<file path="src/rtl/l2c_pkg.sv">
`default_nettype none

package l2c_pkg;

    // Result queue sizing
    localparam int MAX_RES    = 3;
    localparam int FIFO_DEPTH = 4;
    localparam int PTR_W      = $clog2(FIFO_DEPTH);
    localparam int CNT_W      = $clog2(FIFO_DEPTH + 1);
    localparam int RES_W      = $clog2(MAX_RES + 1);

    localparam int CHAR_W = 16;
    localparam int CODE_W = 11;

    // Cyrillic code points
    localparam logic [CODE_W-1:0] CY_NONE  = 11'h000;
    localparam logic [CODE_W-1:0] CY_SPACE = 11'h020;
    localparam logic [CODE_W-1:0] CY_A     = 11'h430;
    localparam logic [CODE_W-1:0] CY_BE    = 11'h431;
    localparam logic [CODE_W-1:0] CY_VE    = 11'h432;
    localparam logic [CODE_W-1:0] CY_GHE   = 11'h433;
    localparam logic [CODE_W-1:0] CY_DE    = 11'h434;
    localparam logic [CODE_W-1:0] CY_IE    = 11'h435;
    localparam logic [CODE_W-1:0] CY_ZHE   = 11'h436;
    localparam logic [CODE_W-1:0] CY_ZE    = 11'h437;
    localparam logic [CODE_W-1:0] CY_I     = 11'h438;
    localparam logic [CODE_W-1:0] CY_SHORT = 11'h439;
    localparam logic [CODE_W-1:0] CY_KA    = 11'h43A;
    localparam logic [CODE_W-1:0] CY_EL    = 11'h43B;
    localparam logic [CODE_W-1:0] CY_EM    = 11'h43C;
    localparam logic [CODE_W-1:0] CY_EN    = 11'h43D;
    localparam logic [CODE_W-1:0] CY_O     = 11'h43E;
    localparam logic [CODE_W-1:0] CY_PE    = 11'h43F;
    localparam logic [CODE_W-1:0] CY_ER    = 11'h440;
    localparam logic [CODE_W-1:0] CY_ES    = 11'h441;
    localparam logic [CODE_W-1:0] CY_TE    = 11'h442;
    localparam logic [CODE_W-1:0] CY_U     = 11'h443;
    localparam logic [CODE_W-1:0] CY_EF    = 11'h444;
    localparam logic [CODE_W-1:0] CY_HA    = 11'h445;
    localparam logic [CODE_W-1:0] CY_TSE   = 11'h446;
    localparam logic [CODE_W-1:0] CY_CHE   = 11'h447;
    localparam logic [CODE_W-1:0] CY_SHA   = 11'h448;
    localparam logic [CODE_W-1:0] CY_SHCHA = 11'h449;
    localparam logic [CODE_W-1:0] CY_HARD  = 11'h44A;
    localparam logic [CODE_W-1:0] CY_YERU  = 11'h44B;
    localparam logic [CODE_W-1:0] CY_SOFT  = 11'h44C;
    localparam logic [CODE_W-1:0] CY_E     = 11'h44D;
    localparam logic [CODE_W-1:0] CY_YU    = 11'h44E;
    localparam logic [CODE_W-1:0] CY_YA    = 11'h44F;
    localparam logic [CODE_W-1:0] CY_YO    = 11'h451;

    // Pending multi-letter prefix
    typedef enum logic [3:0] {
        P_NONE = 4'd0,
        P_Z    = 4'd1,
        P_K    = 4'd2,
        P_T    = 4'd3,
        P_C    = 4'd4,
        P_J    = 4'd5,
        P_Y    = 4'd6,
        P_S    = 4'd7,
        P_SH   = 4'd8,
        P_SHC  = 4'd9
    } prefix_t;

    // One queued result
    typedef struct packed {
        logic [CODE_W-1:0] code;
        logic              err;
        logic              eor;
    } res_t;

    // Letter for a character standing alone, CY_NONE if it has none
    function automatic logic [CODE_W-1:0] lone_letter(input logic [CHAR_W-1:0] x);
        case (x)
            16'("a"): return CY_A;
            16'("b"): return CY_BE;
            16'("v"): return CY_VE;
            16'("g"): return CY_GHE;
            16'("d"): return CY_DE;
            16'("e"): return CY_IE;
            16'("i"): return CY_I;
            16'("l"): return CY_EL;
            16'("m"): return CY_EM;
            16'("n"): return CY_EN;
            16'("o"): return CY_O;
            16'("p"): return CY_PE;
            16'("r"): return CY_ER;
            16'("u"): return CY_U;
            16'("f"): return CY_EF;
            16'("h"): return CY_HA;
            16'("x"): return CY_HA;
            16'("w"): return CY_SHCHA;
            16'("#"): return CY_HARD;
            16'("'"): return CY_SOFT;
            default:  return CY_NONE;
        endcase
    endfunction

    // Prefix opened by a character
    function automatic prefix_t starts_prefix(input logic [CHAR_W-1:0] x);
        case (x)
            16'("z"): return P_Z;
            16'("k"): return P_K;
            16'("t"): return P_T;
            16'("c"): return P_C;
            16'("j"): return P_J;
            16'("y"): return P_Y;
            16'("s"): return P_S;
            default:  return P_NONE;
        endcase
    endfunction

    // Letter made by joining x onto prefix p, CY_NONE if no join
    function automatic logic [CODE_W-1:0] join_letter(input prefix_t p,
                                                      input logic [CHAR_W-1:0] x);
        logic [CODE_W-1:0] r;
        r = CY_NONE;
        case (p)
            P_Z:   if (x == 16'("h")) r = CY_ZHE;
            P_K:   if (x == 16'("h")) r = CY_HA;
            P_T:   if (x == 16'("s")) r = CY_TSE;
            P_C:   if (x == 16'("h")) r = CY_CHE;
            P_J: begin
                if      (x == 16'("o")) r = CY_YO;
                else if (x == 16'("e")) r = CY_E;
                else if (x == 16'("u")) r = CY_YU;
                else if (x == 16'("a")) r = CY_YA;
            end
            P_Y: begin
                if      (x == 16'("u")) r = CY_YU;
                else if (x == 16'("a")) r = CY_YA;
                else if (x == 16'("o")) r = CY_YO;
            end
            P_SHC: if (x == 16'("h")) r = CY_SHCHA;
            default: r = CY_NONE;
        endcase
        return r;
    endfunction

    // Longer prefix made by x (s -> sh -> shc)
    function automatic prefix_t join_prefix(input prefix_t p, input logic [CHAR_W-1:0] x);
        prefix_t r;
        r = P_NONE;
        case (p)
            P_S:     if (x == 16'("h")) r = P_SH;
            P_SH:    if (x == 16'("c")) r = P_SHC;
            default: r = P_NONE;
        endcase
        return r;
    endfunction

    // First letter a prefix spells alone; shc adds tse after it
    function automatic logic [CODE_W-1:0] flush_letter(input prefix_t p);
        case (p)
            P_Z:     return CY_ZE;
            P_K:     return CY_KA;
            P_T:     return CY_TE;
            P_C:     return CY_TSE;
            P_J:     return CY_SHORT;
            P_Y:     return CY_YERU;
            P_S:     return CY_ES;
            P_SH:    return CY_SHA;
            P_SHC:   return CY_SHA;
            default: return CY_NONE;
        endcase
    endfunction

endpackage

`default_nettype wire

</file>
<file path="src/rtl/latin_to_cyrillic_transliterator.sv">
`default_nettype none

// Lower-case Latin to Cyrillic transliterator. One 16-bit character is
// accepted per cycle on the s_ stream (tlast marks the end of a string);
// Cyrillic letters leave on the m_ stream, one per cycle while m_tready is
// high, with tlast on the last result of the string and tuser set on the
// single error result that ends a failed string. Multi-letter spellings
// (zh, kh, ts, ch, sh, shch, jo/je/ju/ja, yu/ya/yo) are held as a pending
// prefix and resolved by the next character or by the end of the string.
// A character gives zero to three results; the one-pass translation stage
// feeds a four-entry result queue and stalls the input only while the
// queue lacks room for three results, so one character is taken per cycle
// while the queue, after that cycle's read, holds at most one result. A
// character passes through the input register and then the result queue
// before its first result appears. cfg_data (written with cfg_valid,
// always ready) selects whether an unexpected character becomes a space (1,
// reset value) or an error (0); write it only while the block is idle.
module latin_to_cyrillic_transliterator
    import l2c_pkg::*;
(
    input  wire logic        aclk,
    input  wire logic        aresetn,

    input  wire logic        cfg_valid,
    output logic             cfg_ready,
    input  wire logic        cfg_data,     // unexpected_as_space

    input  wire logic        s_tvalid,
    output logic             s_tready,
    input  wire logic [15:0] s_tdata,      // [15:0] char_code
    input  wire logic        s_tlast,      // end_of_string

    output logic             m_tvalid,
    input  wire logic        m_tready,
    output logic [15:0]      m_tdata,      // [10:0] cyrillic_code, [15:11] zero
    output logic [0:0]       m_tuser,      // [0] error
    output logic             m_tlast       // end_of_run
);

    logic                    mode_space_reg;

    logic                    in_valid_reg;
    logic [CHAR_W-1:0]       in_code_reg;
    logic                    in_eos_reg;

    prefix_t                 pend_reg, pend_next;
    logic                    disc_reg, disc_next;

    res_t                    fifo_reg [FIFO_DEPTH];
    logic [PTR_W-1:0]        rd_ptr_reg;
    logic [PTR_W-1:0]        wr_ptr_reg;
    logic [CNT_W-1:0]        count_reg;
    logic [CNT_W-1:0]        count_after_pop;

    logic                    fire;
    logic                    pop;

    logic [CODE_W-1:0]       step_code [MAX_RES];
    logic [RES_W-1:0]        step_cnt;
    logic                    step_err;
    logic [CODE_W-1:0]       lone;
    prefix_t                 start_p;
    logic [CODE_W-1:0]       jl;
    prefix_t                 jp;
    prefix_t                 trail;

    // Handshakes
    assign cfg_ready       = 1'b1;
    assign pop             = m_tvalid && m_tready;
    assign count_after_pop = count_reg - CNT_W'(pop);
    assign fire            = in_valid_reg
                             && (count_after_pop <= CNT_W'(FIFO_DEPTH - MAX_RES));
    assign s_tready        = !in_valid_reg || fire;

    // Mode register
    always_ff @(posedge aclk) begin
        if (!aresetn) begin
            mode_space_reg <= 1'b1;
        end else if (cfg_valid && cfg_ready) begin
            mode_space_reg <= cfg_data;
        end
    end

    // Input register
    always_ff @(posedge aclk) begin
        if (!aresetn) begin
            in_valid_reg <= 1'b0;
        end else if (s_tready) begin
            in_valid_reg <= s_tvalid;
        end
    end

    always_ff @(posedge aclk) begin
        if (s_tvalid && s_tready) begin
            in_code_reg <= s_tdata;
            in_eos_reg  <= s_tlast;
        end
    end

    // Translation of the registered character
    always_comb begin
        lone      = lone_letter(in_code_reg);
        start_p   = starts_prefix(in_code_reg);
        jl        = join_letter(pend_reg, in_code_reg);
        jp        = join_prefix(pend_reg, in_code_reg);
        step_code = '{default: CY_NONE};
        step_cnt  = '0;
        step_err  = 1'b0;
        trail     = P_NONE;
        pend_next = pend_reg;
        disc_next = disc_reg;

        if (fire) begin
            if (disc_reg) begin
                // swallow the rest of a failed string
                if (in_eos_reg) begin
                    disc_next = 1'b0;
                    pend_next = P_NONE;
                end
            end else if (jl == CY_NONE && jp == P_NONE && lone == CY_NONE
                         && start_p == P_NONE && !mode_space_reg) begin
                // unexpected character: single error result
                step_cnt  = RES_W'(1);
                step_err  = 1'b1;
                pend_next = P_NONE;
                disc_next = !in_eos_reg;
            end else begin
                if (jl != CY_NONE) begin
                    step_code[0] = jl;
                    step_cnt     = RES_W'(1);
                end else if (jp != P_NONE) begin
                    trail = jp;
                end else begin
                    // flush the old prefix, then the character itself
                    if (flush_letter(pend_reg) != CY_NONE) begin
                        step_code[step_cnt] = flush_letter(pend_reg);
                        step_cnt            = step_cnt + RES_W'(1);
                    end
                    if (pend_reg == P_SHC) begin
                        step_code[step_cnt] = CY_TSE;
                        step_cnt            = step_cnt + RES_W'(1);
                    end
                    if (lone != CY_NONE) begin
                        step_code[step_cnt] = lone;
                        step_cnt            = step_cnt + RES_W'(1);
                    end else if (start_p != P_NONE) begin
                        trail = start_p;
                    end else begin
                        step_code[step_cnt] = CY_SPACE;
                        step_cnt            = step_cnt + RES_W'(1);
                    end
                end

                // end of string flushes what is still pending
                if (in_eos_reg) begin
                    if (flush_letter(trail) != CY_NONE) begin
                        step_code[step_cnt] = flush_letter(trail);
                        step_cnt            = step_cnt + RES_W'(1);
                    end
                    if (trail == P_SHC) begin
                        step_code[step_cnt] = CY_TSE;
                        step_cnt            = step_cnt + RES_W'(1);
                    end
                    pend_next = P_NONE;
                end else begin
                    pend_next = trail;
                end
            end
        end
    end

    // Translation state
    always_ff @(posedge aclk) begin
        if (!aresetn) begin
            pend_reg <= P_NONE;
            disc_reg <= 1'b0;
        end else begin
            pend_reg <= pend_next;
            disc_reg <= disc_next;
        end
    end

    // Result queue: up to three writes, one read per cycle
    always_ff @(posedge aclk) begin
        if (!aresetn) begin
            rd_ptr_reg <= '0;
            wr_ptr_reg <= '0;
            count_reg  <= '0;
        end else begin
            rd_ptr_reg <= rd_ptr_reg + PTR_W'(pop);
            wr_ptr_reg <= wr_ptr_reg + PTR_W'(step_cnt);
            count_reg  <= count_after_pop + CNT_W'(step_cnt);
        end
    end

    always_ff @(posedge aclk) begin
        for (int i = 0; i < MAX_RES; i++) begin
            if (RES_W'(i) < step_cnt) begin
                fifo_reg[wr_ptr_reg + PTR_W'(i)] <= '{
                    code: step_code[i],
                    err:  step_err,
                    eor:  step_err || (in_eos_reg && RES_W'(i + 1) == step_cnt)
                };
            end
        end
    end

    // Output side
    assign m_tvalid = (count_reg != '0);
    assign m_tdata  = {{(16 - CODE_W){1'b0}}, fifo_reg[rd_ptr_reg].code};
    assign m_tuser  = fifo_reg[rd_ptr_reg].err;
    assign m_tlast  = fifo_reg[rd_ptr_reg].eor;

    // Checks
    a_count_bound: assert property (@(posedge aclk) disable iff (!aresetn)
        count_reg <= CNT_W'(FIFO_DEPTH))
        else $error("result queue overfilled");

    a_err_is_end: assert property (@(posedge aclk) disable iff (!aresetn)
        m_tvalid && m_tuser[0] |-> m_tlast && m_tdata == 16'h0000)
        else $error("error result not a bare end of run");

    a_disc_no_prefix: assert property (@(posedge aclk) disable iff (!aresetn)
        disc_reg |-> pend_reg == P_NONE)
        else $error("prefix held while discarding");

    a_disc_silent: assert property (@(posedge aclk) disable iff (!aresetn)
        fire && disc_reg && !pop |=> count_reg == $past(count_reg))
        else $error("result queued while discarding");

endmodule

`default_nettype wire
</file>
<file path="config.mk">
export PLATFORM = sky130hd
export DESIGN_NAME = latin_to_cyrillic_transliterator
export DESIGN_NICKNAME = d
export VERILOG_FILES = /design/src/rtl/l2c_pkg.sv /design/src/rtl/latin_to_cyrillic_transliterator.sv
export SDC_FILE = /design/constraint.sdc
export NUM_CORES = 1
export LEC_CHECK = 0
export BUFFER_PORTS_ARGS = -buffer_cell sky130_fd_sc_hd__buf_2
export CORE_ASPECT_RATIO = 1.4
export CORE_MARGIN = 1
export CORE_UTILIZATION = 35
export DETAILED_ROUTE_END_ITERATION = 10
export PLACE_DENSITY_LB_ADDON = 0.1
export SLEW_MARGIN = 20
export SYNTH_ARGS = -nofsm -noshare
export SYNTH_HDL_FRONTEND = slang
export SYNTH_SLANG_ARGS = --single-unit
</file>
<file path="constraint.sdc">
create_clock -name aclk -period 5.6 [get_ports aclk]
set_clock_uncertainty 0.2 [all_clocks]
set_input_delay 1.12 -clock aclk [delete_from_list [all_inputs] [get_ports aclk]]
set_output_delay 1.12 -clock aclk [all_outputs]
set_load 0.1 [all_outputs]
</file>
=== After elaboration in Yosys (flattened, before gate mapping) ===
Memory sizes are Yosys's and may differ from the RTL's. A register that Yosys moved wholly into a read port is not among the register bits.
Cells that the tools add are included.

* Register bits: 31
* Memory bits (writable): 52
* Bits in read-only memories: 512
* Word-level logic and storage cells: 256
* Memories kept: 5

* $add $sub $neg: 10
* Magnitude comparators: 12
* Eq/ne operators: 41
* Mux-type cells: 132
* Bitwise operators: 13
* Reduce and logical (&&, ||, !) cells: 34

{| class="wikitable"
|+ Memory list
! name !! depth !! width !! rd ports !! clocked after memory_dff !! wr ports !! RTL line !! source
|-
| (name not given) || 16 || 8 || 1 || 1 || 0 || l2c_pkg.sv:155 || <nowiki>case (p)</nowiki>
|-
| (name not given) || 16 || 8 || 1 || 1 || 0 || l2c_pkg.sv:155 ||
|-
| (name not given) || 16 || 8 || 1 || 0 || 0 || l2c_pkg.sv:155 ||
|-
| (name not given) || 16 || 8 || 1 || 0 || 0 || l2c_pkg.sv:155 ||
|-
| fifo_reg || 4 || 13 || 1 || 1 || 3 || latin_to_cyrillic_transliterator.sv:49 || <nowiki>res_t fifo_reg [FIFO_DEPTH];</nowiki>
|}

{| class="wikitable"
|+ Operators with widths
! cell !! count
|-
| 33-bit 2-to-1 mux || 19
|-
| 11-bit 2-to-1 mux || 40
|-
| 16-bit by 7-bit equality test with 1-bit output (second input constant) || 25
|-
| 11-bit one-hot mux with 19 select lines || 1
|-
| 11-bit demux with 2-bit select || 4
|-
| 22-bit 2-to-1 mux || 4
|-
| 11-bit one-hot mux with 7 select lines || 1
|-
| 4-bit 2-to-1 mux || 17
|-
| 33-bit bitwise mux || 2
|-
| 2-bit 2-to-1 mux || 29
|-
| 11-bit nonzero test || 4
|-
| 21-bit AND || 2
|-
| 21-bit NOT || 2
|-
| 16-bit by 6-bit equality test with 1-bit output (second input constant) || 2
|-
| 30-bit AND || 1
|-
| 30-bit NOT || 1
|-
| 12-bit OR || 2
|-
| 11-bit logical NOT || 2
|-
| 3-bit one-hot mux with 7 select lines || 1
|-
| 4-bit by 3-bit equality test with 1-bit output (second input constant) || 4
|-
| 1-bit logical AND || 14
|-
| 1-bit 2-to-1 mux || 13
|-
| 4-bit equality test (second input constant) || 3
|-
| 3-bit >= comparator (second input constant) || 4
|-
| 25 further kinds || 45
|}

=== Depth between registers and ports, before layout ===
Gate-level depths: netlist (run 1).

* Depth in word-level cells: 54
* Mapped depth: 25
* Depth with buffers taken out: 20

=== Worst setup path after synthesis (run 1) ===
No wires, ideal clock.

* Path type: flip-flop to flip-flop
* From: reg in_code_reg[2]
* To: mem fifo_reg[1][8] (netlist name), data pin
* Library setup time: 0.151 ns
* Data arrival time: 5.600 ns
* Required time: 5.249 ns
* Path slack: -0.351 ns
* Cell stages (with the launch flop): 23
* Period minus slack after synthesis: 5.951 ns
* Cells stage by stage: edfxtp_1 buf_2 nand2b_1 a32oi_1 o32ai_1 or2_2 nor3b_2 clkbuf_1 nand2_1 ha_1 nor3b_1 nand4_1 a21bo_1 buf_6 clkbuf_1 xnor2_1 ha_1 o31ai_2 or3_1 or3_1 buf_2 mux2_2 mux2i_1

{| class="wikitable"
|+ RTL lines
! what !! RTL line !! source
|-
| start, declared || latin_to_cyrillic_transliterator.sv:43 || <nowiki>logic [CHAR_W-1:0] in_code_reg;</nowiki>
|-
| start signal, assigned || latin_to_cyrillic_transliterator.sv:95 || <nowiki>in_code_reg <= s_tdata;</nowiki>
|-
| end, declared || latin_to_cyrillic_transliterator.sv:49 ||
|}

==> results of run 1 <==
cell usage after synthesis, types with 12 or more instances:
cell,instances,share of area
nor2_1,55,0.031
edfxtp_1,57,0.25
inv_1,26,0.014
ha_1,22,0.041
clkbuf_1,19,0.011
and2_1,12,0.011
buf_2,20,0.015
o21ai_0,28,0.021
nor2b_1,14,0.013
a21oi_1,38,0.028
nand3_1,32,0.024
dfxtp_1,21,0.062
mux2i_1,50,0.074
nor3_1,17,0.013
nand2b_1,16,0.015
nand2_1,60,0.033
o22ai_1,14,0.013
per-layer routing:
layer  vias up  GRT usage  wire length, microns
met1      3068      0.246                  8450
met4         0      0.157                  1470
met5         -          0                     0
li1       2969          -                     -
met3        78     0.0350                   817
met2       213      0.452                 12700
path summary, 6_finish.rpt:
path                  startpoint              to  slack, ns
setup / recovery  in_code_reg[3]  fifo_reg[0][4]       0.28
hold / removal      in_valid_reg    in_valid_reg       0.33
setup reg to reg  in_code_reg[3]  fifo_reg[0][4]       0.28
hold reg to reg     in_valid_reg    in_valid_reg       0.33
layout make-up:
cell class / instances / area (sq um) / area share
multi-input combinational: 595 / 4320 / 0.543
tap: 244 / 305 / 0.0384
sequential: 78 / 2130 / 0.268
clock inverter: 4 / 75.1 / 0.00944
inverter: 26 / 97.6 / 0.0123
clock buffer: 12 / 258 / 0.0324
timing repair buffer: 107 / 768 / 0.0966
cell families (layout without fill, tap and decap cells):
logic type | count (synthesis) | in the layout
simple gates | 296 | 296
compound gates | 188 | 188
buf+inv | 79 | 149
flops | 78 | 78
mux | 69 | 69
fa+ha+maj | 23 | 23
xor+xnor | 10 | 10
other cells | 2 | 9
metrics by stage:
step | power, mW | utilization | setup TNS [ns]
detailed placement | 1.75 | 0.404 | 0
global placement | 1.74 | 0.404 | 0
finish | 2.40 | 0.424 | 0
global route | 2.52 | 0.424 | 0
floorplan | 1.53 | - | -1.93
CTS | 2.42 | 0.421 | 0
tightest hold or removal path, stage by stage (launching register included):
cell     delay [ns]
dfxtp_1        0.32
a21oi_1        0.12
nor2b_1        0.05
power by group through the flow:
stage                     logic, mW  registers [mW]  clock network [mW]
after global placement        0.942           0.794                   0
after floorplan               0.778           0.747                   0
after CTS                     0.953           0.786               0.683
after detailed placement      0.950           0.798                   0
after global routing           1.02           0.793               0.702
final                         0.959           0.777               0.667
what timing repair did:
action	4_1_cts	5_1_grt
endpoints found under the setup margin	0	64
resized for setup	0	4
buffers inserted	0	4
==> qor.csv, run 1 <==
stage,metric,value,unit
status,status,"complete, no violations",
clocking,cts_tree,done,
cells_and_area,fillers,1903,
logic_synthesis,synthCells,745,
clocking,root_buffer,clkbuf_16,
critical_path,critPathTopFamily,simple AND/OR/NAND/NOR gates,
critical_path,worst-setup-path-type,reg -> reg,
logic_synthesis,async_reset_ff_frac,0,
critical_path,reg2regPathDepth,18,
logic_synthesis,synth_fa_ha_area_frac,0.0437,
timing,setup_viol,0,
routing,wirelength,23.4,mm
logic_synthesis,synth_area,6750,sq um
clocking,cts_buffer_depth,2,
place,routabilityCongestion,0.956,
timing,tightestPinTransition,0.856,ns
critical_path,cp-end-kind,flop,
clocking,path_clk_slew,0.07,ns
routing,viasPerCell,5.94,
cells_and_area,final_cell_mix,"buf_4, nand2_1, edfxtp_1, nor2_1, mux2i_1",
logic_synthesis,yosysWarnings,0,
worst_hold_path,min_path_cells,2,
critical_path,critPathLaunchType,flop,
place,place_ws,0.0866,ns
logic_synthesis,synth_top_family_by_area,simple AND/OR/NAND/NOR gates,
clocking,numCtsBuffers,9,
logic_synthesis,synth_cell_type_count,87,
logic_synthesis,yosysSeqAreaShare,0.316,
logic_synthesis,ys_seq_elements,78,
clocking,clock_sinks,78,
logic_synthesis,synth_compound_area_frac,0.198,
global_routing,grt_usage,0.242,
die,dieArea,19900,sq um
timing,hold_violations,0,
die,num_rows,59,
power,power_leakage,3.18,nW
timing,post-route-min-period,5.32,ns
clocking,insertion_delay,0.35,ns
global_routing,grt_pass1_vias,6452,
logic_synthesis,yosys.area_share.simple,0.252,
clocking,h-tree-depth,3,
power,clkPwrFrac,0.277,
critical_path,slowest_stage,or4_1,
flow_run,drv_cap,0,
logic_synthesis,synth_xor_area_frac,0.0130,
routing,drt_iter0_markers,474,
timing,drv_slew,0,
routing,vias,6328,
cells_and_area,final_common_cell,buf_4,
power,combPwrFrac,0.399,
cells_and_area,drive_gt1_frac,0.214,
place,port_buffers,34,
cells_and_area,diodes,0,
global_routing,grt_max_degree,27,
place,placedCellCount,1046,
die,boundaryPins,44,
timing,setup_ws,0.283,ns
global_routing,grt_antenna_before_repair,0,
global_routing,grt_pass1_wl,36.6,mm
power,vdd_drop_max,0.000124,V
critical_path,worst_ep_arrival_time,5.19,ns
logic_synthesis,synth_edf_count,57,
cells_and_area,largest_reg_flops,40,
die,die_h,166,microns
power,intPower,1.39,mW
power,p_sw,1.01,mW
power,p_per_area,302,nW/um^2
critical_path,critPathMaxStageDelay,0.64,ns
routing,first_pass_iters,7,
place,dp_hpwl,18.9,mm
routing,drc_errors,0,
timing,whs,0.333,ns
logic_synthesis,syn_avg_cell_area,9.06,sq um
global_routing,gr-total-overflow,0,
logic_synthesis,synth_mux_area_frac,0.122,
timing,final.period_utilization,0.949,
critical_path,crit_buf_inv,3,
logic_synthesis,ys.flop_type,edfxtp_1,
worst_hold_path,min_path_type,reg -> reg,
critical_path,cp.depth,18,
die,initial_core_util,0.360,
timing,clock.fmax,188,MHz
critical_path,path_common_cell,a21o_1,
clocking,hold_buffers,0,
timing,rsz0062_at_grt,false,
routing,antenna_left,0,
cells_and_area,final_cells,1066,
critical_path,critPathMaxFanout,9,
power,swShare,0.420,
critical_path,crit_required,5.47,ns
cells_and_area,finalInstanceArea,7950,sq um
die,die_w,119,microns
cells_and_area,area_delta_synth_final,17.8,%
power,p_seq_frac,0.324,
critical_path,crit_chain,buf_4 > or4bb_1 > a21o_1 > a21o_1 > nand2_1 > nor3b_1 > inv_1 > ha_1 > nor3b_2 > nand4_1 > a21bo_1 > a21o_1 > ha_1 > o31ai_4 > or4_1 > buf_4 > mux2i_1 > mux2i_1,
timing,slew_headroom,0.430,
routing,wl_per_cell,22.0,microns
cells_and_area,nets,863,
die,fp.coreArea,18800,sq um
place,dpl-instance-area,7570,sq um
Power figures use the tool's default switching activity.
==> run 2, diff against run 1 <==
--- a/config.mk
+++ b/config.mk
@@ -5,7 +5,7 @@
 export SDC_FILE = /design/constraint.sdc
 export NUM_CORES = 1
 export LEC_CHECK = 0
-export BUFFER_PORTS_ARGS = -buffer_cell sky130_fd_sc_hd__buf_2
+export BUFFER_PORTS_ARGS = -buffer_cell sky130_fd_sc_hd__buf_4
 export CORE_ASPECT_RATIO = 1.4
 export CORE_MARGIN = 1
 export CORE_UTILIZATION = 35
==> qor.csv, run 2 (same netlist as run 1, synthesis figures left out) <==
stage,metric,value,unit,change
routing,antenna_left,0,,unchanged
global_routing,gr-total-overflow,0,,unchanged
critical_path,crit_required,5.48,ns,about the same
timing,setup_viol,0,,unchanged
power,power_leakage,3.17,nW,-0.14%
cells_and_area,final_common_cell,buf_4,,
timing,clock.fmax,189,MHz,+0.56%
die,fp.coreArea,18800,sq um,unchanged
routing,wirelength,23.4,mm,-0.11%
power,p_sw,1.01,mW,+0.47%
clocking,insertion_delay,0.35,ns,about the same
routing,wl_per_cell,22.0,microns,+0.27%
routing,vias,6290,,-0.60%
power,vdd_drop_max,0.000135,V,+8.8%
global_routing,grt_pass1_wl,36.4,mm,-0.66%
die,dieArea,19900,sq um,unchanged
timing,whs,0.332,ns,-0.00102 ns
die,die_h,166,microns,unchanged
timing,post-route-min-period,5.29,ns,-0.0298 ns
timing,rsz0062_at_grt,false,,
clocking,clock_sinks,78,,unchanged
cells_and_area,final_cell_mix,"buf_4, nand2_1, edfxtp_1, nor2_1, mux2i_1",,
place,place_ws,-0.00257,ns,-0.0892 ns
critical_path,worst_ep_arrival_time,5.17,ns,-0.02 ns
critical_path,worst-setup-path-type,reg -> reg,,
timing,slew_headroom,0.427,,-0.00219
power,p_per_area,290,nW/um^2,-4.1%
power,intPower,1.30,mW,-7.0%
worst_hold_path,min_from,disc_reg,,
critical_path,r2r-end,fifo_reg[1][8],,
clocking,path_clk_slew,0.06,ns,about the same
flow_run,drv_cap,0,,unchanged
timing,hold_violations,0,,unchanged
global_routing,grt_antenna_before_repair,0,,unchanged
place,dpl-instance-area,7580,sq um,+0.13%
global_routing,grt_usage,0.240,,-0.00216
power,combPwrFrac,0.425,,+0.026
global_routing,grt_max_degree,21,,-22%
clocking,numCtsBuffers,9,,unchanged
place,dp_hpwl,19.2,mm,+1.4%
cells_and_area,largest_reg_flops,40,,unchanged
timing,drv_slew,0,,unchanged
worst_hold_path,min_path_type,reg -> reg,,
timing,tightestPinTransition,0.859,ns,+0.00329 ns
critical_path,r2r_slack,0.31,ns,+0.03 ns
critical_path,worstReg2RegStart,in_code_reg[3],,
routing,drc_errors,0,,unchanged
global_routing,grt_pass1_vias,6568,,+1.8%
die,initial_core_util,0.360,,unchanged
clocking,root_buffer,clkbuf_16,,
cells_and_area,area_delta_synth_final,18.1,%,
die,die_w,119,microns,unchanged
routing,viasPerCell,5.92,,-0.23%
place,port_buffers,34,,unchanged
worst_hold_path,min_path_cells,2,,unchanged
clocking,hold_buffers,0,,unchanged
timing,setup_ws,0.313,ns,+0.0298 ns
critical_path,critPathLaunchType,flop,,
routing,first_pass_iters,7,,unchanged
routing,drt_iter0_markers,330,,-30%
power,swShare,0.439,,+0.0189
cells_and_area,finalInstanceArea,7980,sq um,+0.30%
cells_and_area,drive_gt1_frac,0.226,,+0.0120
status,status,"complete, no violations",,
die,num_rows,59,,unchanged
power,p_seq_frac,0.339,,+0.015
clocking,h-tree-depth,3,,unchanged
place,routabilityCongestion,0.966,,+1.1%
critical_path,cp-end-kind,flop,,
timing,final.period_utilization,0.944,,-0.00532
die,boundaryPins,44,,unchanged
cells_and_area,post-route-util,0.425,,+0.00127
clocking,cts_buffer_depth,2,,unchanged
cells_and_area,fillers,1884,,-1.0%
cells_and_area,diodes,0,,unchanged
clocking,cts_tree,done,,
power,clkPwrFrac,0.236,,-0.041
cells_and_area,nets,859,,-0.46%
worst_hold_path,hold_end,disc_reg,,
critical_path,critPathMaxFanout,7,,-2
critical_path,reg2regPathDepth,17,,-1
-- run 2: final cells by class --
cell class | count | area, sq um | share of cell area
repair buffers | 103 | 788 | 0.0988
inverters | 26 | 97.6 | 0.0122
well taps | 244 | 305 | 0.0383
clock buffers | 11 | 233 | 0.0292
flip-flops and latches | 78 | 2130 | 0.267
clock inverters | 5 | 36.3 | 0.00455
multi-input cells | 595 | 4390 | 0.550
-- run 2: power by group through the flow --
| stage | combinational (mW) | clock (mW) | sequential, mW |
|---|---|---|---|
| final | 0.983 | 0.544 | 0.783 |
| after CTS | 0.972 | 0.558 | 0.790 |
| after detailed placement | 0.970 | 0 | 0.802 |
| after floorplan | 0.778 | 0 | 0.747 |
| after global routing | 1.04 | 0.579 | 0.797 |
| after global placement | 0.957 | 0 | 0.797 |
-- run 2: how the worst max path moves through the flow --
stage / startpoint / endpoint / slack [ns] / cells past startpoint
after CTS: in_code_reg[3] / fifo_reg[1][8] / 0.006 / 18
after detailed placement: in_code_reg[3] / fifo_reg[0][0] / -0.003 / 18
after global routing: in_code_reg[2] / fifo_reg[1][8] / 0.01 / 17
after global placement: in_code_reg[3] / fifo_reg[1][8] / 0.22 / 18
after floorplan: in_code_reg[1] / fifo_reg[1][0] / -0.1 / 19
final: in_code_reg[3] / fifo_reg[1][8] / 0.31 / 17
-- run 2: per-stage QoR --
stage	TNS, ns	power, mW	std cells
floorplan	-1.93	1.53	752
global placement	0	1.75	1041
CTS	0	2.32	1057
finish	0	2.31	1062
global route	0	2.42	1062
detailed placement	-0.00405	1.77	1041
-- run 2: repair_timing --
item | CTS | global route
endpoints found under the setup margin | 2 | 78
pin swaps | 0 | 0
resized for setup | 2 | 18
buffers inserted | 0 | 5
-- run 2: critical path, stage by stage, from the launching register on --
cell       delay (ns)
edfxtp_1         0.47
nand4bb_1        0.28
or4_1            0.60
or2_2            0.31
nand2_1          0.16
nor3b_2          0.08
inv_1            0.13
ha_1             0.28
nor3b_2          0.25
nand4_1          0.18
a21bo_1          0.31
a21o_1           0.24
ha_1             0.34
o31ai_4          0.10
or3_1            0.37
or3_4            0.42
mux2_2           0.25
mux2i_1          0.06
-- run 2: layer usage --
layer,track usage,share of wire
met1,0.234,0.36
met2,0.457,0.54
met3,0.0275,0.031
met4,0.174,0.075
met5,0,0
